==> src/design/ccob_pkg.sv <==
// ----------------------------------------------------------------------------
// ccob_pkg
// types and constants shared by the fill-over-source blend pipeline
// ----------------------------------------------------------------------------
package ccob_pkg;
   localparam int unsigned NUM_BITS   = 16;   // quotient bits resolved, one per cell
   localparam logic [7:0] MAX8 = 8'd255;
   localparam logic [1:0] REG_FILL_RED   = 2'd0;
   localparam logic [1:0] REG_FILL_GREEN = 2'd1;
   localparam logic [1:0] REG_FILL_BLUE  = 2'd2;
   localparam logic [1:0] REG_FILL_ALPHA = 2'd3;

   typedef struct packed {
      logic [7:0] src_red;
      logic [7:0] src_green;
      logic [7:0] src_blue;
      logic [7:0] src_alpha;
   } req_type;

   typedef struct packed {
      logic [7:0] out_red;
      logic [7:0] out_green;
      logic [7:0] out_blue;
      logic [7:0] out_alpha;
   } rsp_type;

   // one division lane: partial remainder, numerator bits still to enter, quotient
   typedef struct packed {
      logic [16:0] rem;
      logic [15:0] num;
      logic [15:0] quo;
   } lane_type;

   // everything one cell hands to its neighbor
   typedef struct packed {
      logic        valid;
      lane_type    red;
      lane_type    green;
      lane_type    blue;
      logic [15:0] den;
      logic [7:0]  alpha;
      logic        zero;
      logic [23:0] pass;
   } cell_type;
endpackage

==> src/design/ccob_cell.sv <==
// ----------------------------------------------------------------------------
// ccob_cell
// one restoring-division step for all three channel lanes, registered
// ----------------------------------------------------------------------------
module ccob_cell import ccob_pkg::*; (
   input  logic     clock,
   input  logic     reset,
   input  logic     advance,
   input  cell_type in_cell,
   output cell_type out_cell
);
   cell_type cell_ff, cell_in;

   function automatic lane_type step(lane_type l, logic [15:0] d);
      logic [17:0] t;
      lane_type r;
      t = {l.rem, l.num[15]};
      r.num = {l.num[14:0], 1'b0};
      if (t >= 18'(d)) begin
         r.rem = 17'(t - 18'(d));
         r.quo = {l.quo[14:0], 1'b1};
      end else begin
         r.rem = t[16:0];
         r.quo = {l.quo[14:0], 1'b0};
      end
      return r;
   endfunction

   always_comb begin
      cell_in = in_cell;
      cell_in.red   = step(in_cell.red, in_cell.den);
      cell_in.green = step(in_cell.green, in_cell.den);
      cell_in.blue  = step(in_cell.blue, in_cell.den);
   end

   always_ff @(posedge clock) begin
      if (reset) cell_ff.valid <= 1'b0;
      else if (advance) cell_ff.valid <= cell_in.valid;
      if (advance) begin
         {cell_ff.red, cell_ff.green, cell_ff.blue, cell_ff.den, cell_ff.alpha,
          cell_ff.zero, cell_ff.pass} <=
         {cell_in.red, cell_in.green, cell_in.blue, cell_in.den, cell_in.alpha,
          cell_in.zero, cell_in.pass};
      end
   end
   assign out_cell = cell_ff;
endmodule

==> config.mk <==
export PLATFORM = sky130hd
export DESIGN_NAME = ccob_cell
export DESIGN_NICKNAME = d
export VERILOG_FILES = /design/src/design/ccob_pkg.sv /design/src/design/ccob_cell.sv
export SDC_FILE = /design/constraint.sdc
export NUM_CORES = 1
export LEC_CHECK = 0
export BUFFER_PORTS_ARGS = -buffer_cell sky130_fd_sc_hd__buf_2
export CORE_AREA = 3 3 152 154
export CTS_CLUSTER_DIAMETER = 120
export DETAILED_ROUTE_END_ITERATION = 16
export DIE_AREA = 0 0 155 157
export PLACE_DENSITY = 0.79
export SLEW_MARGIN = 5
export SYNTH_ARGS = -nofsm -noshare
export SYNTH_HDL_FRONTEND = slang
export SYNTH_SLANG_ARGS = --single-unit
export TNS_END_PERCENT = 1
==> constraint.sdc <==
create_clock -name clock -period 2.2 [get_ports clock]
set_input_delay 0 -clock clock [delete_from_list [all_inputs] [get_ports clock]]
set_output_delay 0 -clock clock [all_outputs]
set_load 0.01 [all_outputs]
==> metrics list <==
- Worst-path clk slew: 80 ps
- The critical path ends at out_cell[195].
- Req. time, crit path: 2500 ps
* Final routed wire length divided by cell count: 21.0 um
- FF+latch count, synth: 194
* Main synth FF type: edfxtp_1
- Pin count of the biggest net entering global routing: 68
- Asr flop ratio synth: 0%
* Synth Area per Inst: 13.6 um^2
- Number of levels the H-tree was split into: 4
- I/O pin count: 397
- Critical path class: primary input to flop
* Fmax achieved: 0.461 GHz
* Core footprint: 21800 um^2
* Unique masters post-synth: 60
- The number of max-slew violations in the final report is 0.
- Final antenna-violating net count: 0
- Min Tclk post-route: 2170 ps
* Fin Setup TNS: 0 ps
- Via count of the routed design: 8245
- Excluding fillers, the count of instances in the completed layout stands at 1605.
* Number of antenna violations at the first check in global routing: 7
* M1 WL: 12000 um
* Floorplan row count: 54
- The die is 157 um tall.
* Weighted congestion reported at the end of routability-driven placement: 0.949
- Along the worst hold path, the cell count comes to 1.
- HPWL reported at the end of detailed placement: 23700 um
* Clock tree from TritonCTS: built
- During synthesis, Yosys emitted a total of 0 warnings.
* IO buf count: 390
* Dpl cell area: 11600 um^2
- The number of global-route vias before repair was 8356.
- STA classifies the critical path startpoint as a primary input.
- In this run the critical register-to-register path is launched from out_cell[196].
- Count of clock tree sinks: 194
- CTS root buffer: clkbuf_16
* Final setup violation count: 0
- The flow ran to the end, and the final reports show no timing, DRC or antenna violations.
* Setup repair after global routing missed its margin: yes
- Worst r2r dst: out_cell[196]
- Final Net Count: 1557
- Met2 wire length: 17100 um
- Filler cells: 1559
- The initial utilization of the core area, before any placement, comes to 40.2%.
* Switching Share: 29.4%
* Portion of the post-synthesis area used by sequential elements: 66.3%
- The clock network burns 31.3% of the power.
* Reported net switching power: 2990 uW
- Inserted Clock Buffers: 17
* TritonRoute pass-1 iters: 5
* Pleak: 0.00626 uW
- For this design the ratio of total power to cell area is 708 nW/um^2.
- Die footprint: 24300 um^2
- In this run the worst path has a maximum fanout of 18.
- For this run the aggregate overflow at the end of global routing stands at 0.
- The synthesized netlist occupies a cell area of 8770 um^2.
- Fraction of final layout cells with drive strength greater than 1: 40.7%
* Final design area excluding fillers: 14400 um^2
* Routed met3 length: 3010 um
* Min-Delay Path Class: primary input to flop
- After detailed routing, no signal wire sits above met5.
- # placed instances: 1373
- In this run the deepest clock path goes through 2 buffers.
- Part of the power in registers: 45.3%
- The internal portion of the total power is 7200 uW.
- Crit share post-route: 98.6%
* DRC marker count from the first detailed-route iteration: 575
- Worst Skew: 0 ps
* Worst Hold Launch: advance
- Width of the chip: 155 um
- STA puts the critical path data arrival time at 2470 ps.
- The clock reaches the later pin of the worst-skew pair after 430 ps.
* Number of max-capacitance violations reported: 0
- The first global-routing pass estimated 49200 um of wire.
- VDD sags by at most 0.000517 V.
- The area growth from synthesis to layout is 64.1%.
- Total routing usage reported by global routing: 26.6%
- Worst Reg-to-Reg Cells: 3
- STA classifies the critical path endpoint as a flop.
- Counting every instance in the synthesized netlist gives 645.
* Internal reg-to-reg setup slack: 1060 ps
- Summed over all layers, the routed wires come to 33600 um.
- Combinational cells account for 23.4% of the total power.
* Number of enable-type register cells in the synthesized netlist: 193
- In the routed design, unresolved DRC markers number 0.
* CP Launch Point: in_cell[185]
- Final-report hold violation count: 0
* Max FFs per register: 194
- Avg Vias per Cell: 5.14
-- stage by stage --
stage / hold slack [ps] / utilization [%] / setup WS (ps) / total power, uW
floorplan: 72.4 / - / 3.12 / 5610
global placement: 158 / 53.1 / -169 / 6620
detailed placement: 174 / 53.1 / -215 / 6660
CTS: 38.2 / 64.7 / 1.34 / 10100
global route: 50.5 / 66.0 / -42.4 / 10600
finish: 45.8 / 66.0 / 30.8 / 10200
-- worst min path at each step --
stage               slack [ps]             to
global route                50   out_cell[33]
floorplan                   70  out_cell[196]
detailed placement         170  out_cell[196]
global placement           160  out_cell[196]
CTS                         40   out_cell[33]
finish                      50   out_cell[33]
-- layer usage --
| layer | track usage, % | vias up |
|---|---|---|
| li1 | - | 3773 |
| met1 | 30.0 | 3930 |
| met2 | 47.2 | 453 |
| met3 | 7.42 | 83 |
| met4 | 11.8 | 6 |
| met5 | 0 | - |
-- cell usage in the layout, fill, tap and decap left out, types with 6 or more instances in the layout --
| cell | instances |
|---|---|
| o21ai_1 | 8 |
| edfxtp_1 | 193 |
| inv_1 | 30 |
| nor3_1 | 6 |
| o21ai_0 | 47 |
| xnor2_1 | 16 |
| a21o_1 | 16 |
| a21oi_1 | 46 |
| nor2_1 | 31 |
| o31ai_1 | 6 |
| clkbuf_16 | 17 |
| dlygate4sd3_1 | 192 |
| nand2_1 | 61 |
| diode_2 | 6 |
| nand4_1 | 10 |
| ha_4 | 12 |
| nand2b_1 | 7 |
| clkinv_8 | 8 |
| ha_1 | 36 |
| buf_4 | 72 |
| buf_2 | 389 |
| xor2_1 | 19 |
-- synth_stat cells, types with 8 or more instances --
library cell  count  share of area, %
nor2_1           32               1.4
o21ai_0          49               2.8
nor3_1            8              0.46
a21oi_1          49               2.8
xnor2_1          16               1.6
ha_1             48               6.8
nand2_1          61               2.6
edfxtp_1        193                66
inv_1            30               1.3
xor2_1           19               1.9
nand4_1          10              0.71
a21o_1           16               1.4
buf_2             9              0.51
-- timing repair --
action	CTS	global route
setup buffers	0	2
endpoints found under the setup margin	0	50
endpoints found under the hold margin	191	0
gates resized for setup	0	37
hold buffers	192	0
-- critical path, stage by stage --
cell and delay, ps:
dlygate4sd3_1 550, buf_2 170, ha_4 300, nand4_1 180, nor3_2 200, o21ai_1 80, and4b_2 280, buf_12 160
or4_1 470, nand2_1 80
-- power groups by stage --
stage	sequential [uW]	clock, uW	combinational, uW
after floorplan	4890	0	721
after detailed placement	4690	0	1970
final	4620	3190	2380
after global routing	4650	3410	2560
after CTS	4610	3250	2270
after global placement	4690	0	1930
-- cells by family after synthesis --
kind of cell | share of synthesized area [%]
fa+ha+maj | 7.53
mux | 0.713
compound gates | 12.1
other cells | 0.0427
flops | 66.3
buf+inv | 2.64
xor+xnor | 3.49
simple gates | 7.23
-- cell type report --
cell class,instances,area [um^2],area share (%)
antenna,6,15.0,0.104
clock buffer,17,425,2.95
clock inverter,15,194,1.35
inverter,31,119,0.826
multi-input combinational,403,2970,20.7
sequential,194,5820,40.4
tap,280,350,2.43
timing repair buffer,659,4510,31.3
Power figures use the tool's default switching activity.
