$ cat config.mk
export PLATFORM = sky130hd
export DESIGN_NAME = ccob_front
export DESIGN_NICKNAME = d
export VERILOG_FILES = /design/src/design/ccob_pkg.sv /design/src/design/ccob_front.sv
export SDC_FILE = /design/constraint.sdc
export NUM_CORES = 2
export LEC_CHECK = 0
export ABC_AREA = 1
export BUFFER_PORTS_ARGS = -buffer_cell sky130_fd_sc_hd__clkbuf_2
export CORE_ASPECT_RATIO = 0.6
export CORE_MARGIN = 4
export CORE_UTILIZATION = 45
export CTS_CLUSTER_DIAMETER = 40
export CTS_CLUSTER_SIZE = 8
export DETAILED_ROUTE_END_ITERATION = 7
export GPL_TIMING_DRIVEN = 0
export PLACE_DENSITY = 0.66
export SLEW_MARGIN = 10
export SYNTH_ARGS = -nofsm -noshare
export SYNTH_HDL_FRONTEND = slang
export SYNTH_SLANG_ARGS = --single-unit
$ cat constraint.sdc
create_clock -name clock -period 7.52 [get_ports clock]
set_input_delay 0.752 -clock clock [delete_from_list [all_inputs] [get_ports clock]]
set_output_delay 0.752 -clock clock [all_outputs]
set_load 0.005 [all_outputs]
$ cat src/design/ccob_pkg.sv
// ----------------------------------------------------------------------------
// ccob_pkg
// types and constants shared by the fill-over-source blend pipeline
// ----------------------------------------------------------------------------
package ccob_pkg;
   localparam int unsigned NUM_BITS   = 16;   // quotient bits resolved, one per cell
   localparam logic [7:0] MAX8 = 8'd255;
   localparam logic [1:0] REG_FILL_RED   = 2'd0;
   localparam logic [1:0] REG_FILL_GREEN = 2'd1;
   localparam logic [1:0] REG_FILL_BLUE  = 2'd2;
   localparam logic [1:0] REG_FILL_ALPHA = 2'd3;

   typedef struct packed {
      logic [7:0] src_red;
      logic [7:0] src_green;
      logic [7:0] src_blue;
      logic [7:0] src_alpha;
   } req_type;

   typedef struct packed {
      logic [7:0] out_red;
      logic [7:0] out_green;
      logic [7:0] out_blue;
      logic [7:0] out_alpha;
   } rsp_type;

   // one division lane: partial remainder, numerator bits still to enter, quotient
   typedef struct packed {
      logic [16:0] rem;
      logic [15:0] num;
      logic [15:0] quo;
   } lane_type;

   // everything one cell hands to its neighbor
   typedef struct packed {
      logic        valid;
      lane_type    red;
      lane_type    green;
      lane_type    blue;
      logic [15:0] den;
      logic [7:0]  alpha;
      logic        zero;
      logic [23:0] pass;
   } cell_type;
endpackage

$ cat src/design/ccob_front.sv
// ----------------------------------------------------------------------------
// ccob_front
// forms weighted numerators and the common denominator over two registered steps
// ----------------------------------------------------------------------------
module ccob_front import ccob_pkg::*; (
   input  logic      clock,
   input  logic      reset,
   input  logic      advance,
   input  logic      in_valid,
   input  req_type   in_pix,
   input  logic [7:0] fill_r,
   input  logic [7:0] fill_g,
   input  logic [7:0] fill_b,
   input  logic [7:0] fill_a,
   output cell_type  out_cell
);
   // step one: alpha weights and products
   logic        v1_ff;
   req_type     pix_ff;
   logic [15:0] wf_ff, ws_ff;     // A*255 and Pa*(255-A)
   logic [7:0]  cr_ff, cg_ff, cb_ff;
   cell_type    cell_ff, cell_in;
   logic [16:0] den_w;
   logic [23:0] nr, ng, nb;

   always_ff @(posedge clock) begin
      if (reset) begin
         v1_ff <= 1'b0;
         cell_ff.valid <= 1'b0;
      end else if (advance) begin
         v1_ff <= in_valid;
         cell_ff.valid <= cell_in.valid;
      end
      if (advance) begin
         pix_ff <= in_pix;
         wf_ff  <= 16'(fill_a) * 16'(MAX8);
         ws_ff  <= 16'(in_pix.src_alpha) * 16'(MAX8 - fill_a);
         cr_ff  <= fill_r;
         cg_ff  <= fill_g;
         cb_ff  <= fill_b;
         {cell_ff.red, cell_ff.green, cell_ff.blue} <=
            {cell_in.red, cell_in.green, cell_in.blue};
         cell_ff.den   <= cell_in.den;
         cell_ff.alpha <= cell_in.alpha;
         cell_ff.zero  <= cell_in.zero;
         cell_ff.pass  <= cell_in.pass;
      end
   end

   // step two: numerators C*wf + P*ws, at most 255*65025 < 2^24
   always_comb begin
      den_w = 17'(wf_ff) + 17'(ws_ff);
      nr = 24'(cr_ff) * 24'(wf_ff) + 24'(pix_ff.src_red) * 24'(ws_ff);
      ng = 24'(cg_ff) * 24'(wf_ff) + 24'(pix_ff.src_green) * 24'(ws_ff);
      nb = 24'(cb_ff) * 24'(wf_ff) + 24'(pix_ff.src_blue) * 24'(ws_ff);
      cell_in.valid = v1_ff;
      cell_in.den   = den_w[15:0];
      // den/255 by reciprocal: (den*257+257)>>16 is exact for den < 65536
      cell_in.alpha = 8'((25'(den_w) * 25'd257 + 25'd257) >> 16);
      cell_in.zero  = (den_w == 17'd0);
      cell_in.pass  = {pix_ff.src_red, pix_ff.src_green, pix_ff.src_blue};
      // numerator bits enter the remainder one per cell, top 8 bits preloaded
      cell_in.red   = '{rem: 17'(nr[23:16]), num: nr[15:0], quo: '0};
      cell_in.green = '{rem: 17'(ng[23:16]), num: ng[15:0], quo: '0};
      cell_in.blue  = '{rem: 17'(nb[23:16]), num: nb[15:0], quo: '0};
   end
   assign out_cell = cell_ff;
endmodule

==> run summary <==
STATUS
-------------------------------------------------------------------------------
Run status                                                            completed

FINISH
-------------------------------------------------------------------------------
Fill cell count                                                           7,832
Number of antenna diodes                                                      0
Post-layout net count                                                     5,682
Synthesis-to-finish area growth                                           10.4%
Area taken by multi-input logic gates                                0.0254 mm²
Sequential standard cell area                                       0.00608 mm²
Proportion of layout cells with a drive suffix above 1                    7.93%

CLOCK NETWORK
-------------------------------------------------------------------------------
Max Root-Sink Buffers                                                         3
Number of buffers created by CTS                                             39
Cells resized by post-CTS repair                                              0
TritonCTS clock tree                                                        yes
Clock latency on the worst-skew pair                                     570 ps
Clock net sink count                                                        203
Root Buffer Master                                                 sky130_fd_sc_hd__clkbuf_16
Clock transition at the registers of the reported paths                   50 ps
Number of setup buffers added after CTS                                       0
Quantity of hold-fixing buffers added after cts                               0
H-tree depth                                                                  2

STA
-------------------------------------------------------------------------------
Maximum frequency from static timing analysis                         0.136 GHz
Transition time of the tightest slew-check pin                          1330 ps
Setup repair after global routing missed its margin                       false
Total of endpoints with negative setup slack in the final report              0
Share of the cycle needed by the critical path after routing              97.5%
Number of pins with negative max-slew slack in the final report               0
Min Clock Period, post-route                                            7330 ps
Number of hold-slack violations in the final timing report                    0
Max-Slew Margin vs Limit                                                  11.5%
Clock tree skew after final layout                                      15.5 ps
Setup total negative slack                                                 0 ps

LOGIC SYNTHESIS
-------------------------------------------------------------------------------
Mean area per synthesized cell                                         8.67 µm²
Area leader, netlist                                               sky130_fd_sc_hd__fa_1
Synth warnings                                                                0
Count of mapped cells out of synthesis                                    4,276
Sequential share of the synthesized area                                  16.4%
Leading register cell type out of synthesis                        sky130_fd_sc_hd__edfxtp_1
Area contributors post-synth                                       sky130_fd_sc_hd__fa_1, sky130_fd_sc_hd__edfxtp_1, sky130_fd_sc_hd__inv_1, sky130_fd_sc_hd__ha_1, sky130_fd_sc_hd__nand2_1
EDFF count, synth                                                           201
Share of the synthesized area in the top cell type                        37.4%
Post-Synthesis Cell Area                                             0.0371 mm²
Number of register bits inferred by synthesis                               203
Fraction of registers with async set/reset                                   0%
Unique cell type count in the Yosys netlist                                  52

DRT
-------------------------------------------------------------------------------
Total wire length after detailed routing                             104,000 µm
Post-detailed-route DRC marker count                                          0
Vias per cell                                                              4.87
Average detailed-routed wire length per instance                        18.3 µm
Router iterations before antenna repair                                       6
Violation count after the first detailed-route iteration                  2,373
Vias after detailed routing                                               27.7k
Detail Route Antenna Nets                                                     0

CRITICAL PATH
-------------------------------------------------------------------------------
Worst path cell trace                                              clkbuf_1, nand2_1, fa_1, inv_1, fa_1, fa_1, inv_1, fa_1, fa_1, fa_1, inv_1, ha_1, nand2_1, nor3_1, nand4_1, nand3_1, nand2_1, o211ai_1, xor2_1
Data arrival time of the critical path                                  7620 ps
CP Max Fanout                                                                10
Crit path max-delay family                                          adder cells
Required @ worst endpoint                                               7810 ps
Delay of the slowest cell on the worst path                              970 ps
Buffering stage count on the worst path with inverters included               4
Slowest cell on the critical path                                  sky130_fd_sc_hd__clkbuf_1
CP most frequent cell                                              sky130_fd_sc_hd__fa_1
R2R setup slack                                                          190 ps
Critical path class                                                     reg2reg
Setup crit start kind                                                 flip-flop
Category of the worst setup path capture point                        flip-flop

FLOORPLANNING
-------------------------------------------------------------------------------
Die height                                                               230 µm
# rows                                                                       81
Width of the die                                                         379 µm
Core Area                                                            0.0816 mm²
IO Count                                                                    265
Total die area                                                       0.0872 mm²
Starting Density                                                          45.5%

GLOBAL ROUTE
-------------------------------------------------------------------------------
Wire length of the first global-routing pass                         162,000 µm
Grt ovf                                                                       0
Aggregate global-route resource usage                                     24.5%
Vias in the first global route                                            27.9k
Maximum number of pins on one net before global-route repair                 91
Initial antenna violation count                                               2

FLOW RUN
-------------------------------------------------------------------------------
MaxCap Viol Count                                                             0

MIN PATH
-------------------------------------------------------------------------------
Hold crit path type                                                      in2reg

PLACE
-------------------------------------------------------------------------------
Count of input and output buffers                                           189
Final weighted congestion in routability-driven placement                 0.977
Half-perimeter wire length after placement                            87,900 µm

## area by class of cell
| cell class | count | area share [%] |
|---|---|---|
| Multi-Input combinational cell | 2657 | 62.0 |
| Buffer | 237 | 2.86 |
| Inverter | 1253 | 11.5 |
| Timing Repair Buffer | 191 | 2.47 |
| Clock inverter | 20 | 0.556 |
| Clock buffer | 41 | 2.45 |
| Tap cell | 1079 | 3.30 |
| Sequential cell | 203 | 14.8 |
## through the flow
step	cell area (µm²)	utilization, %	instances	setup WS (ps)	hold slack (ps)
floorplan	37400	-	4350	2020	424
global placement	39700	48.6	5618	513	429
detailed placement	39700	48.7	5620	491	432
CTS	41000	50.2	5681	464	304
global route	41000	50.2	5681	115	326
finish	41000	50.2	5681	186	357
## cells in the final DEF (no fill, tap or decap), types with 5 or more instances in the layout
cell type | Yosys | layout
sky130_fd_sc_hd__clkbuf_2 | 0 | 188
sky130_fd_sc_hd__clkinv_1 | 1 | 5
sky130_fd_sc_hd__xor2_1 | 63 | 63
sky130_fd_sc_hd__nand2_2 | 15 | 15
sky130_fd_sc_hd__xnor2_1 | 39 | 39
sky130_fd_sc_hd__inv_1 | 1246 | 1246
sky130_fd_sc_hd__nand4_1 | 13 | 13
sky130_fd_sc_hd__clkbuf_16 | 0 | 40
sky130_fd_sc_hd__a31oi_1 | 10 | 10
sky130_fd_sc_hd__fa_1 | 693 | 693
sky130_fd_sc_hd__o21bai_1 | 6 | 6
sky130_fd_sc_hd__a21oi_2 | 6 | 6
sky130_fd_sc_hd__buf_4 | 75 | 75
sky130_fd_sc_hd__conb_1 | 1 | 75
sky130_fd_sc_hd__nand3_1 | 52 | 52
sky130_fd_sc_hd__nor4_1 | 5 | 5
sky130_fd_sc_hd__clkinv_2 | 1 | 5
sky130_fd_sc_hd__ha_1 | 339 | 339
sky130_fd_sc_hd__nand2_1 | 1009 | 1009
sky130_fd_sc_hd__clkbuf_1 | 162 | 163
sky130_fd_sc_hd__edfxtp_1 | 201 | 201
sky130_fd_sc_hd__nor3_1 | 10 | 10
sky130_fd_sc_hd__a21o_1 | 9 | 9
sky130_fd_sc_hd__a21oi_1 | 100 | 100
sky130_fd_sc_hd__o21ai_0 | 53 | 53
sky130_fd_sc_hd__nor2_1 | 113 | 113
## state kept, by name (all words and copies together), names as in the netlist
register and flops:
cr_ff 8, out_cell 122, cell_in 24, cg_ff 8, cb_ff 8, v1_ff 1
wf_ff 16, ws_ff 16
## routing by layer
layer | part of all wire [%] | GRT usage (%)
met2 | 40 | 33.8
met3 | 13 | 9.73
met4 | 2.3 | 5.50
met1 | 44 | 36.1
met5 | 0 | 0
## kinds of logic after synthesis
group                    after synthesis  share of synthesized area (%)
adder cells (fa/ha/maj)             1032                           48.8
AND/OR/NAND/NOR                     1235                           13.2
flip-flops                           203                           16.4
AO/OA/AOI/OAI                        213                           3.32
other                                  1                         0.0101
XOR/XNOR                             102                           2.41
buffers and inverters               1490                           15.9
## path summary, 6_finish.rpt
path / from / endpoint / cells past startpoint
max: wf_ff[15] / out_cell[137] / 19
min: fill_r[4] / cr_ff[4] / 1
max reg2reg: wf_ff[15] / out_cell[137] / 19
min reg2reg: cell_in[2] / out_cell[2] / 0
## Yosys cell counts (all sizes together), types with 3 or more instances
master   instances
ha             339
o31ai            3
xor2            63
a21oi          106
o21a             3
fa             693
o2111ai          4
o21ai           59
inv           1251
nor4             5
a21o             9
nand3b           3
nand4           14
a31oi           10
buf             75
o21bai           7
nand3           55
nand2         1026
edfxtp         201
clkbuf         162
nor2           117
a221oi           3
nor3            11
xnor2           39
o211ai           3
Power is not shown: default switching activity piles up to over one toggle a cycle in this logic, so the estimate is an artifact.
